--- config.mk ---
export PLATFORM = sky130hd
export DESIGN_NAME = psm_origin
export DESIGN_NICKNAME = d
export VERILOG_FILES = /design/src/rtl/psm_pkg.sv /design/src/rtl/psm_origin.sv
export SDC_FILE = /design/constraint.sdc
export NUM_CORES = 2
export LEC_CHECK = 0
export ABC_AREA = 0
export BUFFER_PORTS_ARGS = -buffer_cell sky130_fd_sc_hd__buf_2
export CORE_AREA = 5 5 345 347
export CTS_CLUSTER_DIAMETER = 50
export DETAILED_ROUTE_END_ITERATION = 7
export DIE_AREA = 0 0 350 352
export REMOVE_ABC_BUFFERS = 1
export SLEW_MARGIN = 10
export SYNTH_ARGS = -nofsm -noshare
export SYNTH_HDL_FRONTEND = slang
export SYNTH_SLANG_ARGS = --single-unit
--- constraint.sdc ---
create_clock -name clk -period 7 [get_ports clk]
set_input_delay 0.7 -clock clk [delete_from_list [all_inputs] [get_ports clk]]
set_output_delay 0.7 -clock clk [all_outputs]
set_load 0.01 [all_outputs]
--- src/rtl/psm_pkg.sv ---
// ----------------------------------------------------------------------------
// psm_pkg
// types and constants shared by the pivot scaled point mapper
// ----------------------------------------------------------------------------
`default_nettype none

package psm_pkg;

  localparam int unsigned CoordWidth = 16;
  localparam int unsigned ScaleWidth = 24;
  localparam int unsigned PivotWidth = 17;
  localparam int unsigned SizeWidth  = 16;
  localparam int unsigned IndexWidth = 3;
  localparam int unsigned DataWidth  = 24;

  typedef logic signed [CoordWidth-1:0] coord_t;

  typedef enum logic [IndexWidth-1:0] {
    REG_POS_X   = 3'd0,
    REG_POS_Y   = 3'd1,
    REG_WIDTH   = 3'd2,
    REG_HEIGHT  = 3'd3,
    REG_SCALE_X = 3'd4,
    REG_SCALE_Y = 3'd5,
    REG_PIVOT_X = 3'd6,
    REG_PIVOT_Y = 3'd7
  } reg_index_t;

  localparam logic OP_TO_SCREEN = 1'b0;
  localparam logic OP_TO_LOCAL  = 1'b1;

  // flags that follow a word down the pipeline
  typedef struct packed {
    logic op;
    logic zero;
  } psm_ctl_t;

endpackage

`default_nettype wire

--- src/rtl/psm_origin.sv ---
// ----------------------------------------------------------------------------
// psm_origin
// scaled top-left of one axis from the configuration registers
// ----------------------------------------------------------------------------
`default_nettype none

module psm_origin #(
  parameter int unsigned FRAC = 16
) (
  input  wire logic                                   clk,
  input  wire logic signed [psm_pkg::CoordWidth-1:0]  pos,
  input  wire logic        [psm_pkg::SizeWidth-1:0]   size,
  input  wire logic signed [psm_pkg::ScaleWidth-1:0]  scale,
  input  wire logic        [psm_pkg::PivotWidth-1:0]  pivot,
  output logic signed [39:0]                          origin
);
  import psm_pkg::*;

  localparam int unsigned Shift = 16 + FRAC;

  logic        [32:0] sp;
  logic signed [25:0] oms;
  logic signed [60:0] prod;
  logic signed [72:0] num;
  logic        [72:0] mag;
  logic        [72:0] rnd;

  // settled from registers that the user must keep quiet while words move (the block
  // itself does not enforce this), so one path per cycle of use is free to be multi-cycle
  always_ff @(posedge clk) begin
    sp   <= 33'(size) * 33'(pivot);
    oms  <= (26'sd1 <<< FRAC) - 26'(scale);
    prod <= $signed({1'b0, sp}) * 61'(oms);
    num  <= 73'(prod) + (73'(pos) <<< Shift);
    mag  <= num[72] ? 73'(-num) : num;
    rnd  <= (mag + (73'd1 << (Shift - 1))) >> Shift;
    origin <= num[72] ? -40'(rnd) : 40'(rnd);
  end

endmodule

`default_nettype wire

# After elaboration in Yosys (flattened, before gate mapping)
# Cells that the tools add are included.
dict set report totals {
  regBits 329
  latchBits 0
  mem_bits_rw 0
  romBits 0
  output_inout_bits 40
  elab_cells 16
  mem_count 0
}
dict set report op_classes {
  n_addsub 5
  n_mul 2
  div_mod_pow 0
  order_cmp 0
  eq_ne 0
  n_shift 0
  mux 2
  n_bitwise 0
  reduce_logical 0
}
# op count
set op_table {}
lappend op_table {{$add 72x32->72 const B} 1}
lappend op_table {{$mux 72} 1}
lappend op_table {{$neg 60->72} 1}
lappend op_table {{$add 59x48->60} 1}
lappend op_table {{$mul 34x25->59} 1}
lappend op_table {{$mux 40} 1}
lappend op_table {{$neg 40->40} 1}
lappend op_table {{$mul 16x17->33} 1}
lappend op_table {{$sub 18x24->25 const A} 1}

# Depth between registers and ports, before layout
dict set report logic_depth {
  ltp_word 2
  ltp_mapped 27
}

# Worst setup path before layout
# OpenSTA, ideal clock, no wires.
dict set report synth_timing {
  path_kind {in2reg}
  startpoint {input port size[4] in the netlist's numbering}
  endpoint {register sp[27]}
  setup_ns 0.124
  arrival_ns 6.628
  setup_slack_ns 0.248
  stages 22
  n_path_buf 2
  path_cell_list {clkbuf_1 > clkbuf_1 > nand2_1 > fa_1 > inv_1 > fa_1 > inv_1 > fa_1 > fa_1 > inv_1 > fa_1 > fa_1 > ha_1 > nand3_1 > or2_0 > o31a_1 > and3_1 > o41ai_4 > a211oi_1 > o21ai_2 > a41oi_1 > xnor2_1}
}
dict set report synth_between {
  elab_chain_cells 1
}
# element line_no
set synth_lines {}
lappend synth_lines {{from (decl)} psm_origin.sv:12} ;# input wire logic [psm_pkg::SizeWidth-1:0] size,
lappend synth_lines {{$mul 16x17->33} psm_origin.sv:31} ;# sp <= 33'(size) * 33'(pivot);
lappend synth_lines {{to (signal assigned)} psm_origin.sv:31}
lappend synth_lines {{to (decl)} psm_origin.sv:21} ;# logic [32:0] sp;
# No other way between the ends.

# Worst setup path in the final report
dict set report layout_timing {
  startpoint {register oms[7]}
  endpoint {register prod[51]}
}
dict set report layout_between {
  elab_chain_cells 1
}
# element line_no
set layout_lines {}
lappend layout_lines {{from (decl)} psm_origin.sv:22} ;# logic signed [25:0] oms;
lappend layout_lines {{from (signal assigned)} psm_origin.sv:32} ;# oms <= (26'sd1 <<< FRAC) - 26'(scale);
lappend layout_lines {{$mul 34x25->59} psm_origin.sv:33} ;# prod <= $signed({1'b0, sp}) * 61'(oms);
lappend layout_lines {{to (signal assigned)} psm_origin.sv:33}
lappend layout_lines {{to (decl)} psm_origin.sv:23} ;# logic signed [60:0] prod;
# No other way between the ends.

==> results.cfg <==
[run_status]
status = complete, no violations

[synthesis]
ys.flop_type = dfxtp_1
yosysTopAreaCell = fa_1
async_flop_share_pct = 0
synth_edf_count = 0
synth_top_area_share_pct = 40.1
synth_common_cells = 993 x inv_1, 919 x fa_1, 679 x nand2_1, 517 x and2_1, 363 x ha_1
syn_area_per_cell_um2 = 9.25
syn_inst = 4965
synth_area_leaders = fa_1 40%, dfxtp_1 13%, ha_1 9.9%
syn_area_um2 = 45900
ys_types = 85
synth_seq_area_share_pct = 13.0
synth_warnings = 0
yosysMostFrequentCell = inv_1
synth-seq-cells = 298

[worst_setup_path]
path_common_cell = fa_1
cp.required_ps = 7440
crit_path_top_delay_cell = fa_1
arrival_ps = 7260
max_stage_delay_ps = 540
critPathKind = flip-flop to flip-flop
cp_cell_sequence = buf_12 > buf_4 > and2_1 > fa_1 > fa_1 > inv_1 > fa_1 > inv_1 > fa_1 > fa_1 > fa_1 > inv_1 > fa_1 > inv_1 > ha_1 > a21oi_2 > o21ai_1 > a2111oi_1 > nand3_1 > a221oi_2 > o21ai_2 > a31o_2 > o311a_1
r2r-start = oms[7]
cp_max_fo = 9
endpoint_kind = flip-flop
startpoint = oms[7]
start_kind = flip-flop

[clock_network]
cts_hold_buf = 0
cts-root-buf = clkbuf_16
clock-sinks = 298
path_clk_slew_ps = 60
cts_tree = done
numCtsBuffers = 37
htreeDepth = 2
clockBufferDepth = 3
clock_latency_ps = 570

[die]
die_w_um = 350
die_h_um = 352
die-area_um2 = 123000
start_util_pct = 39.7
core-area_um2 = 116000
fp-row-count = 125
ios = 114

[route]
first_pass_iters = 6
drc = 0
antenna_left = 0
totalWireLength_um = 113000
viasPerCell = 4.90
vias = 33000
drt_iter0_drc = 2007
wl_per_cell_um = 16.8

[timing]
setup_viol = 0
finalMaxSlewViolations = 0
finalCritPeriodShare_pct = 97.4
clock_skew_ps = 39.4
tns_ps = 0
fmax_ghz = 0.147
period_minus_slack_ps = 6820
relSlewSlack_pct = 22.9
worst_slew_pin_slew_ps = 1160
hold_violations = 0

[global_route]
antenna_found_initial = 1
grt_max_degree = 70
grt_pass1_wl_um = 184000
overflow = 0
track_usage_pct = 18.4
grt_pass1_vias = 34900

[cells_and_area]
n_antenna_cell = 0
multiInputGateArea_um2 = 35700
regArea_um2 = 6060
fillers = 11200
final_area_um2 = 51500
area_delta_synth_final_pct = 12.2
final_util_pct = 44.6
drive_above_1_share_pct = 10.5
nets = 6523

[worst_hold_path]
hold_start = scale[0]
hold_class = input port to flip-flop

[placed_design]
hpwl_um = 94400
placed_area_um2 = 49600
routabilityCongestion = 0.913
io_buffers = 113

[job]
cap_viol_max_count = 0
-- worst paths after layout --
| path | end | slack, ps | depth (start not counted) |
|---|---|---|---|
| max | prod[51] | 180 | 23 |
| min reg2reg | num[22] | 320 | 0 |
| min | oms[0] | 290 | 1 |
| max reg2reg | prod[51] | 180 | 23 |
-- cell families (layout without fill, tap and decap cells) --
group | after synthesis | count (layout) | synth area share, %
xor gates and xnor gates | 218 | 218 | 4.16
DFF | 298 | 298 | 13.0
and+or+nand+nor | 1534 | 1534 | 16.8
adders and majority gates | 1282 | 1282 | 50.0
muxes | 2 | 2 | 0.0463
buffers and inverters | 1209 | 1428 | 9.89
other | 1 | 12 | 0.00817
AOI/OAI and AO/OA | 421 | 421 | 6.20
-- layout by cell type, fill, tap and decap left out, types with 10 or more instances in the layout --
cell and instances:
inv_1 990, fa_1 914, nand2_1 677, and2_1 517
ha_1 357, dfxtp_1 258, buf_4 221, xnor2_1 168
buf_2 113, a21oi_1 98, nor2_1 98, o21ai_0 75
a21o_1 71, xor2_1 50, clkbuf_16 42, nand3_1 37
nand2b_1 33, nand4_1 27, nor3_1 25, dfxtp_2 21
nor4_1 20, dfxtp_4 19, and3_1 18, buf_12 18
o21bai_1 17, a31oi_1 17, nor2b_1 16, o31ai_1 14
o21a_1 12, conb_1 12, a211oi_1 11, o21ai_1 11
o211ai_1 10, or3_1 10
-- stage by stage --
step	cells	hold WS (ps)	worst slack, ps
finish	6719	293	183
global placement	6636	310	-236
global route	6719	262	-18.5
detailed placement	6636	312	-376
CTS	6704	246	11.1
floorplan	4760	310	117
-- layout make-up --
class / count / share of cell area, %
tap: 1524 / 3.70
multi-input combinational: 3469 / 69.3
sequential: 298 / 11.8
inverter: 993 / 7.24
clock inverter: 18 / 0.495
clock buffer: 49 / 2.00
timing repair buffer: 368 / 5.51
-- sequential cells by signal (all words and copies together), names as in the netlist --
name,cells
num,60
prod,59
sp,33
origin,40
rnd,40
mag,41
oms,25
-- critical path, delay by kind of cell (launching register included) --
kind                     cells  cell delay [ps]
adder cells (fa/ha/maj)      8             3670
AO/OA/AOI/OAI                7             1820
buffers and inverters        6              500
AND/OR/NAND/NOR              2              360
flip-flops                   1              340
-- per-layer routing --
metal | part of all wire [%] | global-route usage [%] | up-vias
met4 | 2.4 | 4.35 | 0
met1 | 45 | 26.0 | 16500
met2 | 47 | 30.4 | 891
met3 | 6.0 | 2.19 | 127
li1 | - | - | 15400
met5 | 0 | 0 | -
-- timing repair --
action | CTS | global route
setup endpoints to repair | 20 | 22
pin swaps | 1 | 44
gates cloned | 0 | 4
setup buffers | 1 | 11
gates resized for setup | 21 | 114
Power is left out: the tool's default activity adds up to more than one toggle a clock period on the data nets, which glitch-free logic cannot reach.
